`src/rtl/assert_macros.svh`:
```
// Assertion macros shared by the RTL of the cursor tracker
`ifndef ASSERT_MACROS_SVH
`define ASSERT_MACROS_SVH

// Same-cycle implication, reset disabled
`define MCT_ASSERT_NOW(lbl, ck, rn, ante, cons, msg) \
    lbl: assert property (@(posedge ck) disable iff (!rn) (ante) |-> (cons)) \
        else $error(msg);

// Next-cycle implication, reset disabled
`define MCT_ASSERT_NEXT(lbl, ck, rn, ante, cons, msg) \
    lbl: assert property (@(posedge ck) disable iff (!rn) (ante) |=> (cons)) \
        else $error(msg);

`endif

```
`src/rtl/mct_pkg.sv`:
```
// Types, widths and codes shared across the cursor tracker RTL
`timescale 1ns / 1ps

package mct_pkg;

    // Field widths of the event, result and register items
    localparam int OP_W    = 2;
    localparam int DELTA_W = 13;
    localparam int BTN_W   = 6;
    localparam int SPEED_W = 12;
    localparam int ACCEL_W = 16;
    localparam int SIZE_W  = 13;
    localparam int CFG_IDX_W  = 3;
    localparam int CFG_DATA_W = 16;

    // Event kinds
    localparam logic [OP_W-1:0] OP_MOVE    = 2'd0;
    localparam logic [OP_W-1:0] OP_PRESS   = 2'd1;
    localparam logic [OP_W-1:0] OP_RELEASE = 2'd2;

    // Register indexes
    localparam logic [CFG_IDX_W-1:0] REG_SPEED  = 3'd0;
    localparam logic [CFG_IDX_W-1:0] REG_ACCEL  = 3'd1;
    localparam logic [CFG_IDX_W-1:0] REG_SWAP   = 3'd2;
    localparam logic [CFG_IDX_W-1:0] REG_WIDTH  = 3'd3;
    localparam logic [CFG_IDX_W-1:0] REG_HEIGHT = 3'd4;

    // Register reset values
    localparam logic [SPEED_W-1:0] SPEED_RESET  = 12'd256;
    localparam logic [ACCEL_W-1:0] ACCEL_RESET  = 16'd0;
    localparam logic [SIZE_W-1:0]  WIDTH_RESET  = 13'd640;
    localparam logic [SIZE_W-1:0]  HEIGHT_RESET = 13'd480;

    // Buttons one and two swap into each other: new = SWAP_SUM - old
    localparam logic [BTN_W-1:0] SWAP_SUM = 6'd3;

    // Datapath widths
    localparam int MAG_W   = 24;   // scaled delta magnitude
    localparam int MUL_W   = 25;   // shared multiplier operand
    localparam int PROD_W  = 50;   // shared multiplier product
    localparam int SQ_W    = 48;   // one squared magnitude
    localparam int RAD_W   = 50;   // square root radicand
    localparam int ROOT_W  = 25;   // square root result
    localparam int REM_W   = 28;   // square root remainder
    localparam int ACC_W   = 34;   // acceleration factor, Q.12
    localparam int HALF_W  = 17;   // acceleration half fed to the multiplier
    localparam int PART_W  = 41;   // partial product of magnitude and half factor
    localparam int FULL_W  = 58;   // full product of magnitude and factor
    localparam int MV_W    = 38;   // integer move magnitude
    localparam int SUM_W   = 40;   // signed new position before clamp
    localparam int ACC_SHIFT  = 8;
    localparam int MV_SHIFT   = 20;
    localparam logic [ACC_W-1:0] ACC_ONE = 34'd4096;

    // Square root iterations, one result bit each
    localparam int ROOT_STEPS = 25;
    localparam int CNT_W      = 5;

    // Datapath step codes
    localparam int STEP_W = 4;
    localparam logic [STEP_W-1:0] STEP_NONE   = 4'd0;
    localparam logic [STEP_W-1:0] STEP_MUL_X  = 4'd1;
    localparam logic [STEP_W-1:0] STEP_MUL_Y  = 4'd2;
    localparam logic [STEP_W-1:0] STEP_SQ_X   = 4'd3;
    localparam logic [STEP_W-1:0] STEP_SQ_Y   = 4'd4;
    localparam logic [STEP_W-1:0] STEP_SUM    = 4'd5;
    localparam logic [STEP_W-1:0] STEP_ROOT   = 4'd6;
    localparam logic [STEP_W-1:0] STEP_MUL_A  = 4'd7;
    localparam logic [STEP_W-1:0] STEP_ACC    = 4'd8;
    localparam logic [STEP_W-1:0] STEP_X_LO   = 4'd9;
    localparam logic [STEP_W-1:0] STEP_X_HI   = 4'd10;
    localparam logic [STEP_W-1:0] STEP_Y_LO   = 4'd11;
    localparam logic [STEP_W-1:0] STEP_Y_HI   = 4'd12;
    localparam logic [STEP_W-1:0] STEP_MV_Y   = 4'd13;
    localparam logic [STEP_W-1:0] STEP_COMMIT = 4'd14;

    // Controller to datapath
    typedef struct packed {
        logic              load;
        logic [STEP_W-1:0] step;
    } cmd_t;

    // Datapath to controller
    typedef struct packed {
        logic is_move;
    } status_t;

endpackage

```
`src/rtl/mct_event_if.sv`:
```
// Pointer event channel
`timescale 1ns / 1ps

interface mct_event_if;
    logic                                 valid;
    logic                                 ready;
    logic [mct_pkg::OP_W-1:0]             op;
    logic signed [mct_pkg::DELTA_W-1:0]   delta_x;
    logic signed [mct_pkg::DELTA_W-1:0]   delta_y;
    logic [mct_pkg::BTN_W-1:0]            button_number;

    modport source (output valid, op, delta_x, delta_y, button_number, input ready);
    modport sink   (input valid, op, delta_x, delta_y, button_number, output ready);
endinterface

```
`src/rtl/mct_result_if.sv`:
```
// Cursor result channel
`timescale 1ns / 1ps

interface mct_result_if #(
    parameter int COORD_BITS  = 12,
    parameter int NUM_BUTTONS = 32
);
    logic                      valid;
    logic                      ready;
    logic [COORD_BITS-1:0]     cursor_x;
    logic [COORD_BITS-1:0]     cursor_y;
    logic [NUM_BUTTONS-1:0]    buttons_held;
    logic [mct_pkg::BTN_W-1:0] mapped_button;

    modport source (output valid, cursor_x, cursor_y, buttons_held, mapped_button,
                    input ready);
    modport sink   (input valid, cursor_x, cursor_y, buttons_held, mapped_button,
                    output ready);
endinterface

```
`src/rtl/mct_cfg_if.sv`:
```
// Register write channel
`timescale 1ns / 1ps

interface mct_cfg_if;
    logic                           valid;
    logic                           ready;
    logic [mct_pkg::CFG_IDX_W-1:0]  index;
    logic [mct_pkg::CFG_DATA_W-1:0] data;

    modport source (output valid, index, data, input ready);
    modport sink   (input valid, index, data, output ready);
endinterface

```
`src/rtl/mct_ctrl.sv`:
```
// Sequencer that steps the cursor datapath through one event
`timescale 1ns / 1ps

module mct_ctrl (
    input  logic             clk,
    input  logic             rst_n,
    input  logic             evt_valid,
    output logic             evt_ready,
    input  logic             out_free,
    input  mct_pkg::status_t status,
    output mct_pkg::cmd_t    cmd
);

    localparam int ST_W = 4;
    localparam logic [ST_W-1:0] S_IDLE   = 4'd0;
    localparam logic [ST_W-1:0] S_MUL_X  = 4'd1;
    localparam logic [ST_W-1:0] S_MUL_Y  = 4'd2;
    localparam logic [ST_W-1:0] S_SQ_X   = 4'd3;
    localparam logic [ST_W-1:0] S_SQ_Y   = 4'd4;
    localparam logic [ST_W-1:0] S_SUM    = 4'd5;
    localparam logic [ST_W-1:0] S_ROOT   = 4'd6;
    localparam logic [ST_W-1:0] S_MUL_A  = 4'd7;
    localparam logic [ST_W-1:0] S_ACC    = 4'd8;
    localparam logic [ST_W-1:0] S_X_LO   = 4'd9;
    localparam logic [ST_W-1:0] S_X_HI   = 4'd10;
    localparam logic [ST_W-1:0] S_Y_LO   = 4'd11;
    localparam logic [ST_W-1:0] S_Y_HI   = 4'd12;
    localparam logic [ST_W-1:0] S_MV_Y   = 4'd13;
    localparam logic [ST_W-1:0] S_COMMIT = 4'd14;

    logic [ST_W-1:0]              state_reg;
    logic [ST_W-1:0]              state_next;
    logic [mct_pkg::CNT_W-1:0]    cnt_reg;
    logic [mct_pkg::CNT_W-1:0]    cnt_next;

    // Take an item only when nothing is in flight
    assign evt_ready = (state_reg == S_IDLE);

    // Next state and step command
    always_comb
    begin
        state_next = state_reg;
        cnt_next   = cnt_reg;
        cmd.load   = 1'b0;
        cmd.step   = mct_pkg::STEP_NONE;
        unique case (state_reg)
            S_IDLE:
            begin
                if (evt_valid)
                begin
                    cmd.load   = 1'b1;
                    state_next = S_MUL_X;
                end
            end
            S_MUL_X:
            begin
                cmd.step   = mct_pkg::STEP_MUL_X;
                state_next = status.is_move ? S_MUL_Y : S_COMMIT;
            end
            S_MUL_Y:
            begin
                cmd.step   = mct_pkg::STEP_MUL_Y;
                state_next = S_SQ_X;
            end
            S_SQ_X:
            begin
                cmd.step   = mct_pkg::STEP_SQ_X;
                state_next = S_SQ_Y;
            end
            S_SQ_Y:
            begin
                cmd.step   = mct_pkg::STEP_SQ_Y;
                state_next = S_SUM;
            end
            S_SUM:
            begin
                cmd.step   = mct_pkg::STEP_SUM;
                cnt_next   = '0;
                state_next = S_ROOT;
            end
            S_ROOT:
            begin
                cmd.step = mct_pkg::STEP_ROOT;
                cnt_next = cnt_reg + 1'b1;
                if (cnt_reg == mct_pkg::CNT_W'(mct_pkg::ROOT_STEPS - 1))
                begin
                    state_next = S_MUL_A;
                end
            end
            S_MUL_A:
            begin
                cmd.step   = mct_pkg::STEP_MUL_A;
                state_next = S_ACC;
            end
            S_ACC:
            begin
                cmd.step   = mct_pkg::STEP_ACC;
                state_next = S_X_LO;
            end
            S_X_LO:
            begin
                cmd.step   = mct_pkg::STEP_X_LO;
                state_next = S_X_HI;
            end
            S_X_HI:
            begin
                cmd.step   = mct_pkg::STEP_X_HI;
                state_next = S_Y_LO;
            end
            S_Y_LO:
            begin
                cmd.step   = mct_pkg::STEP_Y_LO;
                state_next = S_Y_HI;
            end
            S_Y_HI:
            begin
                cmd.step   = mct_pkg::STEP_Y_HI;
                state_next = S_MV_Y;
            end
            S_MV_Y:
            begin
                cmd.step   = mct_pkg::STEP_MV_Y;
                state_next = S_COMMIT;
            end
            S_COMMIT:
            begin
                // Hold until the result slot can take the item
                if (out_free)
                begin
                    cmd.step   = mct_pkg::STEP_COMMIT;
                    state_next = S_IDLE;
                end
            end
            default:
            begin
                state_next = S_IDLE;
            end
        endcase
    end

    always_ff @(posedge clk or negedge rst_n)
    begin
        if (!rst_n)
        begin
            state_reg <= S_IDLE;
            cnt_reg   <= '0;
        end
        else
        begin
            state_reg <= state_next;
            cnt_reg   <= cnt_next;
        end
    end

endmodule

```
`src/rtl/mct_datapath.sv`:
```
// Cursor datapath: shared multiplier, bit-serial square root, clamp and button mask
`timescale 1ns / 1ps

module mct_datapath #(
    parameter int COORD_BITS  = 12,
    parameter int NUM_BUTTONS = 32
) (
    input  logic                               clk,
    input  logic                               rst_n,
    input  mct_pkg::cmd_t                      cmd,
    output mct_pkg::status_t                   status,
    input  logic [mct_pkg::OP_W-1:0]           in_op,
    input  logic signed [mct_pkg::DELTA_W-1:0] in_dx,
    input  logic signed [mct_pkg::DELTA_W-1:0] in_dy,
    input  logic [mct_pkg::BTN_W-1:0]          in_btn,
    input  logic [mct_pkg::SPEED_W-1:0]        speed_gain,
    input  logic [mct_pkg::ACCEL_W-1:0]        accel_gain,
    input  logic                               swap_buttons,
    input  logic [mct_pkg::SIZE_W-1:0]         screen_width,
    input  logic [mct_pkg::SIZE_W-1:0]         screen_height,
    output logic [COORD_BITS-1:0]              pos_x,
    output logic [COORD_BITS-1:0]              pos_y,
    output logic [NUM_BUTTONS-1:0]             held,
    output logic [mct_pkg::BTN_W-1:0]          mapped
);

    localparam int LIM_W = (COORD_BITS + 1 > mct_pkg::SIZE_W) ? COORD_BITS + 1
                                                              : mct_pkg::SIZE_W;

    // Captured event
    logic [mct_pkg::OP_W-1:0]           op_reg;
    logic signed [mct_pkg::DELTA_W-1:0] dx_reg;
    logic signed [mct_pkg::DELTA_W-1:0] dy_reg;
    logic [mct_pkg::BTN_W-1:0]          btn_reg;

    // Working registers
    logic [mct_pkg::MAG_W-1:0]  ax_reg;
    logic [mct_pkg::MAG_W-1:0]  ay_reg;
    logic [mct_pkg::PROD_W-1:0] prod_reg;
    logic [mct_pkg::SQ_W-1:0]   sq_reg;
    logic [mct_pkg::RAD_W-1:0]  rad_reg;
    logic [mct_pkg::REM_W-1:0]  rem_reg;
    logic [mct_pkg::ROOT_W-1:0] root_reg;
    logic [mct_pkg::ACC_W-1:0]  acc_reg;
    logic [mct_pkg::PART_W-1:0] part_reg;
    logic [mct_pkg::MV_W-1:0]   mvx_reg;
    logic [mct_pkg::MV_W-1:0]   mvy_reg;

    // State and result
    logic [COORD_BITS-1:0]     pos_x_reg;
    logic [COORD_BITS-1:0]     pos_y_reg;
    logic [NUM_BUTTONS-1:0]    held_reg;
    logic [mct_pkg::BTN_W-1:0] mapped_reg;

    logic [mct_pkg::DELTA_W-1:0] abs_dx;
    logic [mct_pkg::DELTA_W-1:0] abs_dy;
    logic [mct_pkg::MUL_W-1:0]   mul_a;
    logic [mct_pkg::MUL_W-1:0]   mul_b;
    logic [mct_pkg::PROD_W-1:0]  mul_p;
    logic [mct_pkg::REM_W-1:0]   rem_sh;
    logic [mct_pkg::REM_W-1:0]   trial;
    logic [mct_pkg::FULL_W-1:0]  full_sum;
    logic [mct_pkg::MV_W-1:0]    mv_now;

    logic                          is_move;
    logic signed [mct_pkg::SUM_W-1:0] step_x;
    logic signed [mct_pkg::SUM_W-1:0] step_y;
    logic signed [mct_pkg::SUM_W-1:0] nx;
    logic signed [mct_pkg::SUM_W-1:0] ny;
    logic                          btn_ok;
    logic [mct_pkg::BTN_W-1:0]     btn_map;
    logic [NUM_BUTTONS-1:0]        btn_bit;
    logic [NUM_BUTTONS-1:0]        held_next;
    logic [mct_pkg::BTN_W-1:0]     mapped_next;

    // Clamp a signed position to [0, limit-1]; a size of zero acts as one
    function automatic logic [COORD_BITS-1:0] clamp_pos(
        input logic signed [mct_pkg::SUM_W-1:0] p,
        input logic [mct_pkg::SIZE_W-1:0]       size
    );
        logic [LIM_W-1:0]         lim;
        logic [LIM_W-1:0]         lim_max;
        logic [mct_pkg::SUM_W-1:0] p_u;
        lim_max = LIM_W'(1) << COORD_BITS;
        lim     = (size == '0) ? LIM_W'(1) : LIM_W'(size);
        p_u     = p;
        if (lim > lim_max)
        begin
            lim = lim_max;
        end
        if (p[mct_pkg::SUM_W-1])
        begin
            clamp_pos = '0;
        end
        else if (p_u >= mct_pkg::SUM_W'(lim))
        begin
            clamp_pos = COORD_BITS'(lim - 1'b1);
        end
        else
        begin
            clamp_pos = COORD_BITS'(p_u);
        end
    endfunction

    assign is_move        = (op_reg == mct_pkg::OP_MOVE);
    assign status.is_move = is_move;

    assign abs_dx = dx_reg[mct_pkg::DELTA_W-1] ? mct_pkg::DELTA_W'(-dx_reg)
                                               : mct_pkg::DELTA_W'(dx_reg);
    assign abs_dy = dy_reg[mct_pkg::DELTA_W-1] ? mct_pkg::DELTA_W'(-dy_reg)
                                               : mct_pkg::DELTA_W'(dy_reg);

    // Select operands of the shared multiplier
    always_comb
    begin
        mul_a = '0;
        mul_b = '0;
        unique case (cmd.step)
            mct_pkg::STEP_MUL_X:
            begin
                mul_a = mct_pkg::MUL_W'(abs_dx);
                mul_b = mct_pkg::MUL_W'(speed_gain);
            end
            mct_pkg::STEP_MUL_Y:
            begin
                mul_a = mct_pkg::MUL_W'(abs_dy);
                mul_b = mct_pkg::MUL_W'(speed_gain);
            end
            mct_pkg::STEP_SQ_X:
            begin
                mul_a = mct_pkg::MUL_W'(ax_reg);
                mul_b = mct_pkg::MUL_W'(ax_reg);
            end
            mct_pkg::STEP_SQ_Y:
            begin
                mul_a = mct_pkg::MUL_W'(ay_reg);
                mul_b = mct_pkg::MUL_W'(ay_reg);
            end
            mct_pkg::STEP_MUL_A:
            begin
                mul_a = root_reg;
                mul_b = mct_pkg::MUL_W'(accel_gain);
            end
            mct_pkg::STEP_X_LO:
            begin
                mul_a = mct_pkg::MUL_W'(ax_reg);
                mul_b = mct_pkg::MUL_W'(acc_reg[mct_pkg::HALF_W-1:0]);
            end
            mct_pkg::STEP_X_HI:
            begin
                mul_a = mct_pkg::MUL_W'(ax_reg);
                mul_b = mct_pkg::MUL_W'(acc_reg[mct_pkg::ACC_W-1:mct_pkg::HALF_W]);
            end
            mct_pkg::STEP_Y_LO:
            begin
                mul_a = mct_pkg::MUL_W'(ay_reg);
                mul_b = mct_pkg::MUL_W'(acc_reg[mct_pkg::HALF_W-1:0]);
            end
            mct_pkg::STEP_Y_HI:
            begin
                mul_a = mct_pkg::MUL_W'(ay_reg);
                mul_b = mct_pkg::MUL_W'(acc_reg[mct_pkg::ACC_W-1:mct_pkg::HALF_W]);
            end
            default:
            begin
                mul_a = '0;
                mul_b = '0;
            end
        endcase
    end

    assign mul_p = mul_a * mul_b;

    // One result bit of the square root
    assign rem_sh = {rem_reg[mct_pkg::REM_W-3:0], rad_reg[mct_pkg::RAD_W-1 -: 2]};
    assign trial  = mct_pkg::REM_W'({root_reg, 2'b01});

    // Join the two partial products and drop the fraction
    assign full_sum = mct_pkg::FULL_W'(part_reg)
                    + (mct_pkg::FULL_W'(prod_reg[mct_pkg::PART_W-1:0]) << mct_pkg::HALF_W);
    assign mv_now   = mct_pkg::MV_W'(full_sum >> mct_pkg::MV_SHIFT);

    // New positions: move toward zero-truncated steps, nothing for buttons
    assign step_x = dx_reg[mct_pkg::DELTA_W-1] ? -$signed(mct_pkg::SUM_W'(mvx_reg))
                                               : $signed(mct_pkg::SUM_W'(mvx_reg));
    assign step_y = dy_reg[mct_pkg::DELTA_W-1] ? -$signed(mct_pkg::SUM_W'(mvy_reg))
                                               : $signed(mct_pkg::SUM_W'(mvy_reg));
    assign nx = $signed(mct_pkg::SUM_W'(pos_x_reg)) + (is_move ? step_x : '0);
    assign ny = $signed(mct_pkg::SUM_W'(pos_y_reg)) + (is_move ? step_y : '0);

    // Button map and held mask update
    always_comb
    begin
        btn_ok  = (btn_reg != '0) && (btn_reg <= mct_pkg::BTN_W'(NUM_BUTTONS));
        btn_map = btn_reg;
        if (swap_buttons && (btn_reg == mct_pkg::BTN_W'(1) || btn_reg == mct_pkg::BTN_W'(2)))
        begin
            btn_map = mct_pkg::SWAP_SUM - btn_reg;
        end
        btn_bit     = NUM_BUTTONS'(1) << (btn_map - 1'b1);
        held_next   = held_reg;
        mapped_next = '0;
        unique case (op_reg)
            mct_pkg::OP_PRESS:
            begin
                if (btn_ok)
                begin
                    held_next   = held_reg | btn_bit;
                    mapped_next = btn_map;
                end
            end
            mct_pkg::OP_RELEASE:
            begin
                if (btn_ok)
                begin
                    held_next   = held_reg & ~btn_bit;
                    mapped_next = btn_map;
                end
            end
            default:
            begin
                held_next   = held_reg;
                mapped_next = '0;
            end
        endcase
    end

    // Capture the event and run the arithmetic steps
    always_ff @(posedge clk)
    begin
        if (cmd.load)
        begin
            op_reg  <= in_op;
            dx_reg  <= in_dx;
            dy_reg  <= in_dy;
            btn_reg <= in_btn;
        end
        prod_reg <= mul_p;
        unique case (cmd.step)
            mct_pkg::STEP_MUL_Y:
            begin
                ax_reg <= prod_reg[mct_pkg::MAG_W-1:0];
            end
            mct_pkg::STEP_SQ_X:
            begin
                ay_reg <= prod_reg[mct_pkg::MAG_W-1:0];
            end
            mct_pkg::STEP_SQ_Y:
            begin
                sq_reg <= prod_reg[mct_pkg::SQ_W-1:0];
            end
            mct_pkg::STEP_SUM:
            begin
                rad_reg  <= mct_pkg::RAD_W'(sq_reg) + mct_pkg::RAD_W'(prod_reg[mct_pkg::SQ_W-1:0]);
                rem_reg  <= '0;
                root_reg <= '0;
            end
            mct_pkg::STEP_ROOT:
            begin
                rad_reg <= rad_reg << 2;
                if (rem_sh >= trial)
                begin
                    rem_reg  <= rem_sh - trial;
                    root_reg <= {root_reg[mct_pkg::ROOT_W-2:0], 1'b1};
                end
                else
                begin
                    rem_reg  <= rem_sh;
                    root_reg <= {root_reg[mct_pkg::ROOT_W-2:0], 1'b0};
                end
            end
            mct_pkg::STEP_ACC:
            begin
                acc_reg <= mct_pkg::ACC_ONE
                         + mct_pkg::ACC_W'(prod_reg[mct_pkg::PROD_W-1:mct_pkg::ACC_SHIFT]);
            end
            mct_pkg::STEP_X_HI:
            begin
                part_reg <= prod_reg[mct_pkg::PART_W-1:0];
            end
            mct_pkg::STEP_Y_LO:
            begin
                mvx_reg <= mv_now;
            end
            mct_pkg::STEP_Y_HI:
            begin
                part_reg <= prod_reg[mct_pkg::PART_W-1:0];
            end
            mct_pkg::STEP_MV_Y:
            begin
                mvy_reg <= mv_now;
            end
            default:
            begin
            end
        endcase
    end

    // Commit the event: clamp, update the mask, present the result
    always_ff @(posedge clk or negedge rst_n)
    begin
        if (!rst_n)
        begin
            pos_x_reg  <= '0;
            pos_y_reg  <= '0;
            held_reg   <= '0;
            mapped_reg <= '0;
        end
        else if (cmd.step == mct_pkg::STEP_COMMIT)
        begin
            pos_x_reg  <= clamp_pos(nx, screen_width);
            pos_y_reg  <= clamp_pos(ny, screen_height);
            held_reg   <= held_next;
            mapped_reg <= mapped_next;
        end
    end

    assign pos_x  = pos_x_reg;
    assign pos_y  = pos_y_reg;
    assign held   = held_reg;
    assign mapped = mapped_reg;

endmodule

```
`src/rtl/mouse_cursor_tracker.sv`:
```
// Pointer event tracker: accelerated relative moves, button mask, screen clamp
// A move runs the shared 25x25 multiplier steps and the 25-step bit-serial square root;
//   a press or release goes from its first multiply step straight to commit.
// One event is in flight at a time: a new one is taken only after the last is committed.
// A finished item waits in the output register while the next one is taken in.
// Reset (rst_n low, asynchronous): cursor at 0,0, no buttons held, registers at defaults.
`timescale 1ns / 1ps
`include "assert_macros.svh"

module mouse_cursor_tracker #(
    parameter int COORD_BITS  = 12,
    parameter int NUM_BUTTONS = 32
) (
    input  logic          clk,
    input  logic          rst_n,
    mct_event_if.sink     evt,
    mct_result_if.source  res,
    mct_cfg_if.sink       cfg
);

    logic [mct_pkg::SPEED_W-1:0] speed_gain_reg;
    logic [mct_pkg::ACCEL_W-1:0] accel_gain_reg;
    logic                        swap_buttons_reg;
    logic [mct_pkg::SIZE_W-1:0]  screen_width_reg;
    logic [mct_pkg::SIZE_W-1:0]  screen_height_reg;

    logic                 out_valid_reg;
    logic                 out_free;
    logic                 commit;
    mct_pkg::cmd_t        cmd;
    mct_pkg::status_t     status;

    logic [COORD_BITS-1:0]     pos_x;
    logic [COORD_BITS-1:0]     pos_y;
    logic [NUM_BUTTONS-1:0]    held;
    logic [mct_pkg::BTN_W-1:0] mapped;
    logic                      x_in_range;
    logic                      y_in_range;

    // Register writes are always taken
    assign cfg.ready = 1'b1;

    always_ff @(posedge clk or negedge rst_n)
    begin
        if (!rst_n)
        begin
            speed_gain_reg    <= mct_pkg::SPEED_RESET;
            accel_gain_reg    <= mct_pkg::ACCEL_RESET;
            swap_buttons_reg  <= 1'b0;
            screen_width_reg  <= mct_pkg::WIDTH_RESET;
            screen_height_reg <= mct_pkg::HEIGHT_RESET;
        end
        else if (cfg.valid)
        begin
            unique case (cfg.index)
                mct_pkg::REG_SPEED:  speed_gain_reg    <= cfg.data[mct_pkg::SPEED_W-1:0];
                mct_pkg::REG_ACCEL:  accel_gain_reg    <= cfg.data[mct_pkg::ACCEL_W-1:0];
                mct_pkg::REG_SWAP:   swap_buttons_reg  <= cfg.data[0];
                mct_pkg::REG_WIDTH:  screen_width_reg  <= cfg.data[mct_pkg::SIZE_W-1:0];
                mct_pkg::REG_HEIGHT: screen_height_reg <= cfg.data[mct_pkg::SIZE_W-1:0];
                default:
                begin
                end
            endcase
        end
    end

    mct_ctrl u_ctrl (
        .clk       (clk),
        .rst_n     (rst_n),
        .evt_valid (evt.valid),
        .evt_ready (evt.ready),
        .out_free  (out_free),
        .status    (status),
        .cmd       (cmd)
    );

    mct_datapath #(
        .COORD_BITS  (COORD_BITS),
        .NUM_BUTTONS (NUM_BUTTONS)
    ) u_datapath (
        .clk           (clk),
        .rst_n         (rst_n),
        .cmd           (cmd),
        .status        (status),
        .in_op         (evt.op),
        .in_dx         (evt.delta_x),
        .in_dy         (evt.delta_y),
        .in_btn        (evt.button_number),
        .speed_gain    (speed_gain_reg),
        .accel_gain    (accel_gain_reg),
        .swap_buttons  (swap_buttons_reg),
        .screen_width  (screen_width_reg),
        .screen_height (screen_height_reg),
        .pos_x         (pos_x),
        .pos_y         (pos_y),
        .held          (held),
        .mapped        (mapped)
    );

    // The datapath result registers hold the item; track whether it is pending
    assign commit   = (cmd.step == mct_pkg::STEP_COMMIT);
    assign out_free = !out_valid_reg || res.ready;

    always_ff @(posedge clk or negedge rst_n)
    begin
        if (!rst_n)
        begin
            out_valid_reg <= 1'b0;
        end
        else if (commit)
        begin
            out_valid_reg <= 1'b1;
        end
        else if (res.ready)
        begin
            out_valid_reg <= 1'b0;
        end
    end

    assign res.valid         = out_valid_reg;
    assign res.cursor_x      = pos_x;
    assign res.cursor_y      = pos_y;
    assign res.buttons_held  = held;
    assign res.mapped_button = mapped;

    // Positions stay on screen; a size of zero allows only coordinate zero
    assign x_in_range = (mct_pkg::SUM_W'(pos_x) < mct_pkg::SUM_W'(screen_width_reg))
                     || (pos_x == '0);
    assign y_in_range = (mct_pkg::SUM_W'(pos_y) < mct_pkg::SUM_W'(screen_height_reg))
                     || (pos_y == '0);

    `MCT_ASSERT_NOW(a_no_overwrite, clk, rst_n, commit, !out_valid_reg || res.ready, "result overwritten before it was taken")
    `MCT_ASSERT_NEXT(a_one_in_flight, clk, rst_n, evt.valid && evt.ready, !evt.ready, "second item taken while one is in flight")
    `MCT_ASSERT_NEXT(a_on_screen, clk, rst_n, commit, x_in_range && y_in_range, "cursor left the screen after commit")

endmodule
```
`src/flat_wrapper.sv`:
```
// flat-port wrapper written by rule: the top's interface ports become plain ports
module mouse_cursor_tracker_flat 
#(
    parameter int COORD_BITS  = 12,
    parameter int NUM_BUTTONS = 32
)
  (clk, rst_n, evt_valid, evt_op, evt_delta_x, evt_delta_y, evt_button_number, evt_ready, res_valid, res_cursor_x, res_cursor_y, res_buttons_held, res_mapped_button, res_ready, cfg_valid, cfg_index, cfg_data, cfg_ready);
  mct_event_if evt_i ();
  mct_result_if #(.COORD_BITS(COORD_BITS), .NUM_BUTTONS(NUM_BUTTONS)) res_i ();
  mct_cfg_if cfg_i ();
  input  logic clk;
  input  logic rst_n;
  input wire logic [$bits(evt_i.valid)-1:0] evt_valid;
  input wire logic [$bits(evt_i.op)-1:0] evt_op;
  input wire logic [$bits(evt_i.delta_x)-1:0] evt_delta_x;
  input wire logic [$bits(evt_i.delta_y)-1:0] evt_delta_y;
  input wire logic [$bits(evt_i.button_number)-1:0] evt_button_number;
  output wire logic [$bits(evt_i.ready)-1:0] evt_ready;
  output wire logic [$bits(res_i.valid)-1:0] res_valid;
  output wire logic [$bits(res_i.cursor_x)-1:0] res_cursor_x;
  output wire logic [$bits(res_i.cursor_y)-1:0] res_cursor_y;
  output wire logic [$bits(res_i.buttons_held)-1:0] res_buttons_held;
  output wire logic [$bits(res_i.mapped_button)-1:0] res_mapped_button;
  input wire logic [$bits(res_i.ready)-1:0] res_ready;
  input wire logic [$bits(cfg_i.valid)-1:0] cfg_valid;
  input wire logic [$bits(cfg_i.index)-1:0] cfg_index;
  input wire logic [$bits(cfg_i.data)-1:0] cfg_data;
  output wire logic [$bits(cfg_i.ready)-1:0] cfg_ready;
  assign evt_i.valid = evt_valid;
  assign evt_i.op = evt_op;
  assign evt_i.delta_x = evt_delta_x;
  assign evt_i.delta_y = evt_delta_y;
  assign evt_i.button_number = evt_button_number;
  assign evt_ready = evt_i.ready;
  assign res_valid = res_i.valid;
  assign res_cursor_x = res_i.cursor_x;
  assign res_cursor_y = res_i.cursor_y;
  assign res_buttons_held = res_i.buttons_held;
  assign res_mapped_button = res_i.mapped_button;
  assign res_i.ready = res_ready;
  assign cfg_i.valid = cfg_valid;
  assign cfg_i.index = cfg_index;
  assign cfg_i.data = cfg_data;
  assign cfg_ready = cfg_i.ready;
  mouse_cursor_tracker #(.COORD_BITS(COORD_BITS), .NUM_BUTTONS(NUM_BUTTONS)) u_core (.clk(clk), .rst_n(rst_n), .evt(evt_i), .res(res_i), .cfg(cfg_i));
endmodule
```
`config.mk`:
```
export PLATFORM = sky130hd
export DESIGN_NAME = mouse_cursor_tracker_flat
export DESIGN_NICKNAME = d
export VERILOG_FILES = /design/src/rtl/mct_pkg.sv /design/src/rtl/mct_event_if.sv /design/src/rtl/mct_result_if.sv /design/src/rtl/mct_cfg_if.sv /design/src/rtl/mct_ctrl.sv /design/src/rtl/mct_datapath.sv /design/src/rtl/mouse_cursor_tracker.sv /design/src/flat_wrapper.sv
export VERILOG_INCLUDE_DIRS = /design/src /design/src/rtl
export SDC_FILE = /design/constraint.sdc
export NUM_CORES = 2
export LEC_CHECK = 0
export BUFFER_PORTS_ARGS = -buffer_cell sky130_fd_sc_hd__buf_2
export CORE_MARGIN = 2
export CORE_UTILIZATION = 50
export CTS_CLUSTER_DIAMETER = 150
export DETAILED_ROUTE_END_ITERATION = 8
export GPL_ROUTABILITY_DRIVEN = 0
export HOLD_SLACK_MARGIN = 0.02
export PLACE_DENSITY = 0.66
export SYNTH_ARGS = -nofsm -noshare
export SYNTH_HDL_FRONTEND = slang
export SYNTH_SLANG_ARGS = --single-unit
```
`constraint.sdc`:
```
create_clock -name clk -period 16.8 [get_ports clk]
set_input_delay 3.36 -clock clk [delete_from_list [all_inputs] [get_ports clk]]
set_output_delay 3.36 -clock clk [all_outputs]
set_load 0.02 [all_outputs]
```
# After elaboration in Yosys (flattened, before gate mapping)
# Index checks and enable logic that the tools add are counted.
[word_totals] wordCells=164 input_bits=58 out_inout_bits=65 reg_bits=557
[op_classes] n_shift=1 n_reduce_logical=28 add_sub_neg=15 order_cmp=6 bitwise_logic=3 n_eq_ne=42 n_mul=1 mux=41
[op_table] operator="$mux 40" n=4
[op_table] operator="$pmux 24 s6" n=1
[op_table] operator="$pmux 25 s5" n=1
[op_table] operator="$mux 13" n=8
[op_table] operator="$pmux 50 s2" n=1
[op_table] operator="$add 12x40->40" n=2
[op_table] operator="$ge 40x13->1" n=2
[op_table] operator="$neg 38->40" n=2
[op_table] operator="$mux 32" n=2
[op_table] operator="$pmux 32 s2" n=1
[op_table] operator="$pmux 4 s15" n=1
[op_table] operator="$add 41x58->58" n=1
[op_table] operator="$eq 4x4->1 const B" n=14
[op_table] operator="$pmux 4 s14" n=1
[op_table] operator="$pmux 26 s2" n=1
[op_table] operator="$pmux 25 s2" n=1
[op_table] operator="$add 48x48->49" n=1
[op_table] operator="$mul 25x24->48" n=1
[op_table] operator="$mux 12" n=4
[op_table] operator="$add 13x34->34 const A" n=1
[op_table] operator="$and 32x32->32" n=1
[op_table] operator="$eq 4x3->1 const B" n=8
[op_table] operator="$not 32->32" n=1
[op_table] operator="$or 32x32->32" n=1
[op_table] operator="other kinds (41)" n=76

# Depth between registers and ports, before layout
[depth] ltp_word=10 depth_mapped=38 mapped_depth_nobuf=37

# Cells and area by module
# Synthesis repeated with hierarchy kept, for this count alone.
[unflattened] hier_cells=5394 hier_area_um2=51033.9
[by_module_without_submodules] mod="mct_datapath" n_inst=1 cells_each=5191 area_per_inst_um2=48206.2 seq_area_each_um2=13472.9
[by_module_without_submodules] mod="mouse_cursor_tracker" n_inst=1 cells_each=126 area_per_inst_um2=2170.8 seq_area_each_um2=1410.1
[by_module_without_submodules] mod="mct_ctrl" n_inst=1 cells_each=77 area_per_inst_um2=656.9 seq_area_each_um2=225.2

# Least setup slack after synthesis
# No wires, ideal clock.
[synth_timing] kind="register to register" startpoint="register u_core.u_ctrl.state_reg[1]" endpoint="register u_core.u_datapath.prod_reg[47] (netlist name)" path_slack_ps=6678 required_time_ps=16728 arrival_time_ps=10050 setup_time_ps=72 period_less_slack_ps=10122 path_buffers=4 path_stages_with_launch=36 cell_sequence="dfrtp_1 clkbuf_1 nand2_1 nor2_1 a21o_1 clkbuf_1 clkbuf_1 a22oi_1 nand2_1 clkbuf_1 nand2_1 fa_1 fa_1 inv_1 fa_1 inv_1 fa_1 fa_1 inv_1 fa_1 inv_1 fa_1 inv_1 ha_1 a21o_1 a21o_1 a21oi_1 o2111ai_1 a211oi_1 or3_1 a311oi_1 a22o_1 or4_1 a31o_2 a21oi_1 xnor2_1"
[synth_between] elab_chain_len=6 elab_cells_between_ends=32 cone_classes="mul (1); eq/ne (23); mux (3); reduce/logical (5)"
[synth_lines] item="start, declared" line_no="mct_ctrl.sv:31" text="logic [ST_W-1:0] state_reg;"
[synth_lines] item="start signal, assigned" line_no="mct_ctrl.sv:150" text="state_reg <= state_next;"
[synth_lines] item="$eq 4x4->1, or another cell as far along" line_no="mct_ctrl.sv:46" text="unique case (state_reg)"
[synth_lines] item="$pmux 4 s14 *" line_no="mct_ctrl.sv:46"
[synth_lines] item="$eq 4x4->1, or another cell as far along" line_no="mct_datapath.sv:118" text="unique case (cmd.step)"
[synth_lines] item="$reduce_or 3->1 (no source line) / $reduce_or 2->1 (equally long branches)"
[synth_lines] item="$pmux 25 s5 / $pmux 24 s6 (equally long branches)" line_no="mct_datapath.sv:118"
[synth_lines] item="$mul 25x24->48 *" line_no="mct_datapath.sv:172" text="assign mul_p = mul_a * mul_b;"
[synth_lines] item="via u_core.u_datapath.mul_p (one bit)" line_no="mct_datapath.sv:59" text="logic [mct_pkg::PROD_W-1:0] mul_p;"
[synth_lines] item="end signal, assigned" line_no="mct_datapath.sv:238" text="prod_reg <= mul_p;"
[synth_lines] item="end, declared" line_no="mct_datapath.sv:39" text="logic [mct_pkg::PROD_W-1:0] prod_reg;"
# The timed path passes the listed nets; every way through them passes the cells marked *.
# A chain may end at the register's enable or synchronous reset.

# Worst setup path in the final report
[layout_timing] startpoint="register u_core.u_ctrl.state_reg[1]" endpoint="register u_core.u_datapath.prod_reg[41] (netlist name)"
# The elaborated chain is that of the path after synthesis.

==> flow_summary_export.csv <==
group,metric,value,unit
sta,finalSetupTns,0,ns
sta,fmaxAchievable,91.2,MHz
route,wl_per_cell,22.1,um
synthesis,synth_top_flop_cell,"edfxtp_1",
clock_tree,cts_made_buffers,58,
global_routing,grt_use_total,0.289,
min_path,hold-path-endpoint,"u_core.u_datapath.sq_reg[42]",
critical_path,crit_fanout,39,
outcome,status,"complete, no violations",
clock_tree,cts_root_buffer,"clkbuf_16",
synthesis,synthXorXnorAreaFrac,0.0496,
synthesis,ys_seq_area_frac,0.301,
place,hpwl,112,mm
synthesis,yosys_warnings,0,
synthesis,async_flop_share,0.235,
synthesis,synth_edf_count,365,
route,top_layer_used,"met4",
run,drv_cap,0,
critical_path,r2r-start,"u_core.u_ctrl.state_reg[1]",
die,io_pins,123,
critical_path,r2r_cells,33,
critical_path,crit_type,"reg2reg",
route,m1WireLength,59.7,mm
route,wl_met2,68.3,mm
die,placementRows,116,
synthesis,yosysUniqueCellTypes,99,
finish,layout-drive-gt1-share,0.0815,
synthesis,yosys.area_share.simple,0.156,
global_routing,grt_pass1_wl,228,mm
route,wl,147,mm
die,coreArea,99700,um^2
critical_path,r2r_setup_slack,5.83,ns
clock_tree,post_cts_resized,0,
synthesis,synth_fa_ha_area_frac,0.285,
critical_path,crit_path_end_kind,"flop",
clock_tree,clkTransAtPathRegs,0.06,ns
route,vias_per_cell,5.89,
sta,rsz0062_at_grt,"false",
clock_tree,cts_hold_buf,0,
route,wl_met3,12.7,mm
sta,slew_headroom,0.259,
sta,final-max-slew-violation-count,0,
route,ant_nets,0,
sta,setup_viol,0,
sta,post-route-period-util,0.653,
die,die_w,321,um
min_path,hp-class,"reg2reg",
clock_tree,cts_sinks,540,
place,portBuffers,121,
die,die_h,321,um
sta,fin_skew,0.0244,ns
route,post-route-drc-count,0,
min_path,whs_path_depth,0,
synthesis,syn_area,50100,um^2
global_routing,grt_max_degree,77,
synthesis,avgSynthCellArea,9.53,um^2
critical_path,critPathMaxStageDelay,0.90,ns
route,via_count,39300,
critical_path,r2r-end,"u_core.u_datapath.prod_reg[41]",
sta,worstMarginPinSlew,1.11,ns
critical_path,start_kind,"flop",
synthesis,ys_seq_elements,540,
route,dr.first_iter.drc_count,3808,
critical_path,cp_slowest_cell,"nand2_1",
global_routing,first_global_vias,38900,
finish,synthToLayoutAreaGrowth,8.42,%
clock_tree,cts_tree,"done",
synthesis,synthCells,5260,
synthesis,synth_top_family_by_area,"adder cells",
global_routing,antenna_found_initial,6,
finish,nets,6210,
clock_tree,clk_latency,0.66,ns
clock_tree,postCtsSetupBuffers,0,
global_routing,grt_overflow,0,
clock_tree,cts_buffer_depth,3,
die,initial_core_util,0.503,
critical_path,crit_required,17.37,ns
finish,largest_register_ffs,50,
clock_tree,htree_levels,2,
synthesis,synth_mux_area_frac,0.0208,
route,firstDrtPassIters,6,
critical_path,cp.arrival,11.54,ns
die,die-area,103000,um^2
sta,hold_viol_final,0,
sta,timing.final.crit_period,10.97,ns
synthesis,synth_compound_area_frac,0.115,
min_path,hp-start,"u_core.u_datapath.prod_reg[42]",
[metal layers]
layer,GRT usage,up-vias
met1,0.379,19500
met2,0.468,1685
met4,0.119,0
li1,-,17700
met5,0,-
met3,0.0571,320
[final cells by class]
type / instances / area [um^2]
tap: 1298 / 1620
multi-input combinational: 3771 / 31600
inverter: 747 / 2810
fill: 8948 / 45400
clock inverter: 29 / 405
sequential: 540 / 15100
clock buffer: 80 / 1660
antenna: 2 / 5.00
timing repair buffer: 196 / 1170
[critical path, delay by kind of cell, from the launching register on]
family          cells  cell delay (ns)
fa+ha+maj           8             3.92
simple gates        8             2.66
compound gates      8             2.61
buf+inv             8             0.78
flops               1             0.74
xor+xnor            1             0.13
[synth_stat cells, types with 87 or more instances]
library cell  count  area (um^2)
o21ai_0         156          781
edfxtp_1        365        11000
and2_1           87          544
nand2_1         733         2750
inv_1           741         2780
xnor2_1         159         1390
dfrtp_1         120         3000
xor2_1          125         1090
nor2_1          379         1420
fa_1            506        10100
a21o_1           89          668
clkbuf_1        182          683
a21oi_1         211         1060
ha_1            332         4150
[placed cells by master (no fill, tap or decap), drive strengths merged, types with 37 or more instances in the layout]
cell type / Yosys / final
inv: 741 / 747
nand2: 733 / 733
fa: 506 / 506
nor2: 380 / 380
edfxtp: 365 / 365
ha: 332 / 332
a21oi: 212 / 212
buf: 26 / 196
o21ai: 177 / 177
xnor2: 159 / 159
xor2: 125 / 125
dfrtp: 120 / 120
a21o: 89 / 89
and2: 87 / 87
clkbuf: 182 / 80
nand3: 78 / 78
nor3: 67 / 67
a22oi: 63 / 63
mux2: 59 / 59
nand2b: 58 / 58
and3: 52 / 52
o31ai: 51 / 51
dfxtp: 48 / 48
nor4: 41 / 41
mux2i: 38 / 38
nand4: 37 / 37
[worst max path at each step]
| stage | startpoint | endpoint | slack, ns |
|---|---|---|---|
| 2_1_floorplan | u_core.u_ctrl.state_reg[1] | u_core.u_datapath.prod_reg[47] | 6.68 |
| 3_3_place_gp | u_core.u_ctrl.state_reg[1] | u_core.u_datapath.prod_reg[41] | 6.21 |
| 3_5_place_dp | u_core.u_ctrl.state_reg[1] | u_core.u_datapath.prod_reg[47] | 6.09 |
| 4_1_cts | u_core.u_ctrl.state_reg[1] | u_core.u_datapath.prod_reg[47] | 6.02 |
| 5_1_grt | u_core.u_ctrl.state_reg[1] | u_core.u_datapath.prod_reg[41] | 5.22 |
| 6_report | u_core.u_ctrl.state_reg[1] | u_core.u_datapath.prod_reg[41] | 5.83 |
[stage by stage]
stage	hold WS (ns)	cells	area, um^2	worst slack [ns]	util
2_1_floorplan	0.415	5266	50100	6.68	-
3_3_place_gp	0.434	6552	52300	6.21	0.524
3_5_place_dp	0.433	6552	52300	6.09	0.524
6_report	0.448	6663	54300	5.83	0.545
5_1_grt	0.469	6661	54300	5.22	0.545
4_1_cts	0.451	6661	54300	6.02	0.545
[cells by family (layout without fill, tap and decap cells)]
group | count (synthesis) | in the layout
AOI/OAI and AO/OA | 866 | 866
xor gates and xnor gates | 284 | 284
adders and majority gates | 838 | 838
buffers and inverters | 955 | 1052
DFF | 540 | 540
muxes | 97 | 97
other | 2 | 10
and+or+nand+nor | 1678 | 1678
Power is not shown: default switching activity piles up to over one toggle a cycle in this logic, so the estimate is an artifact.
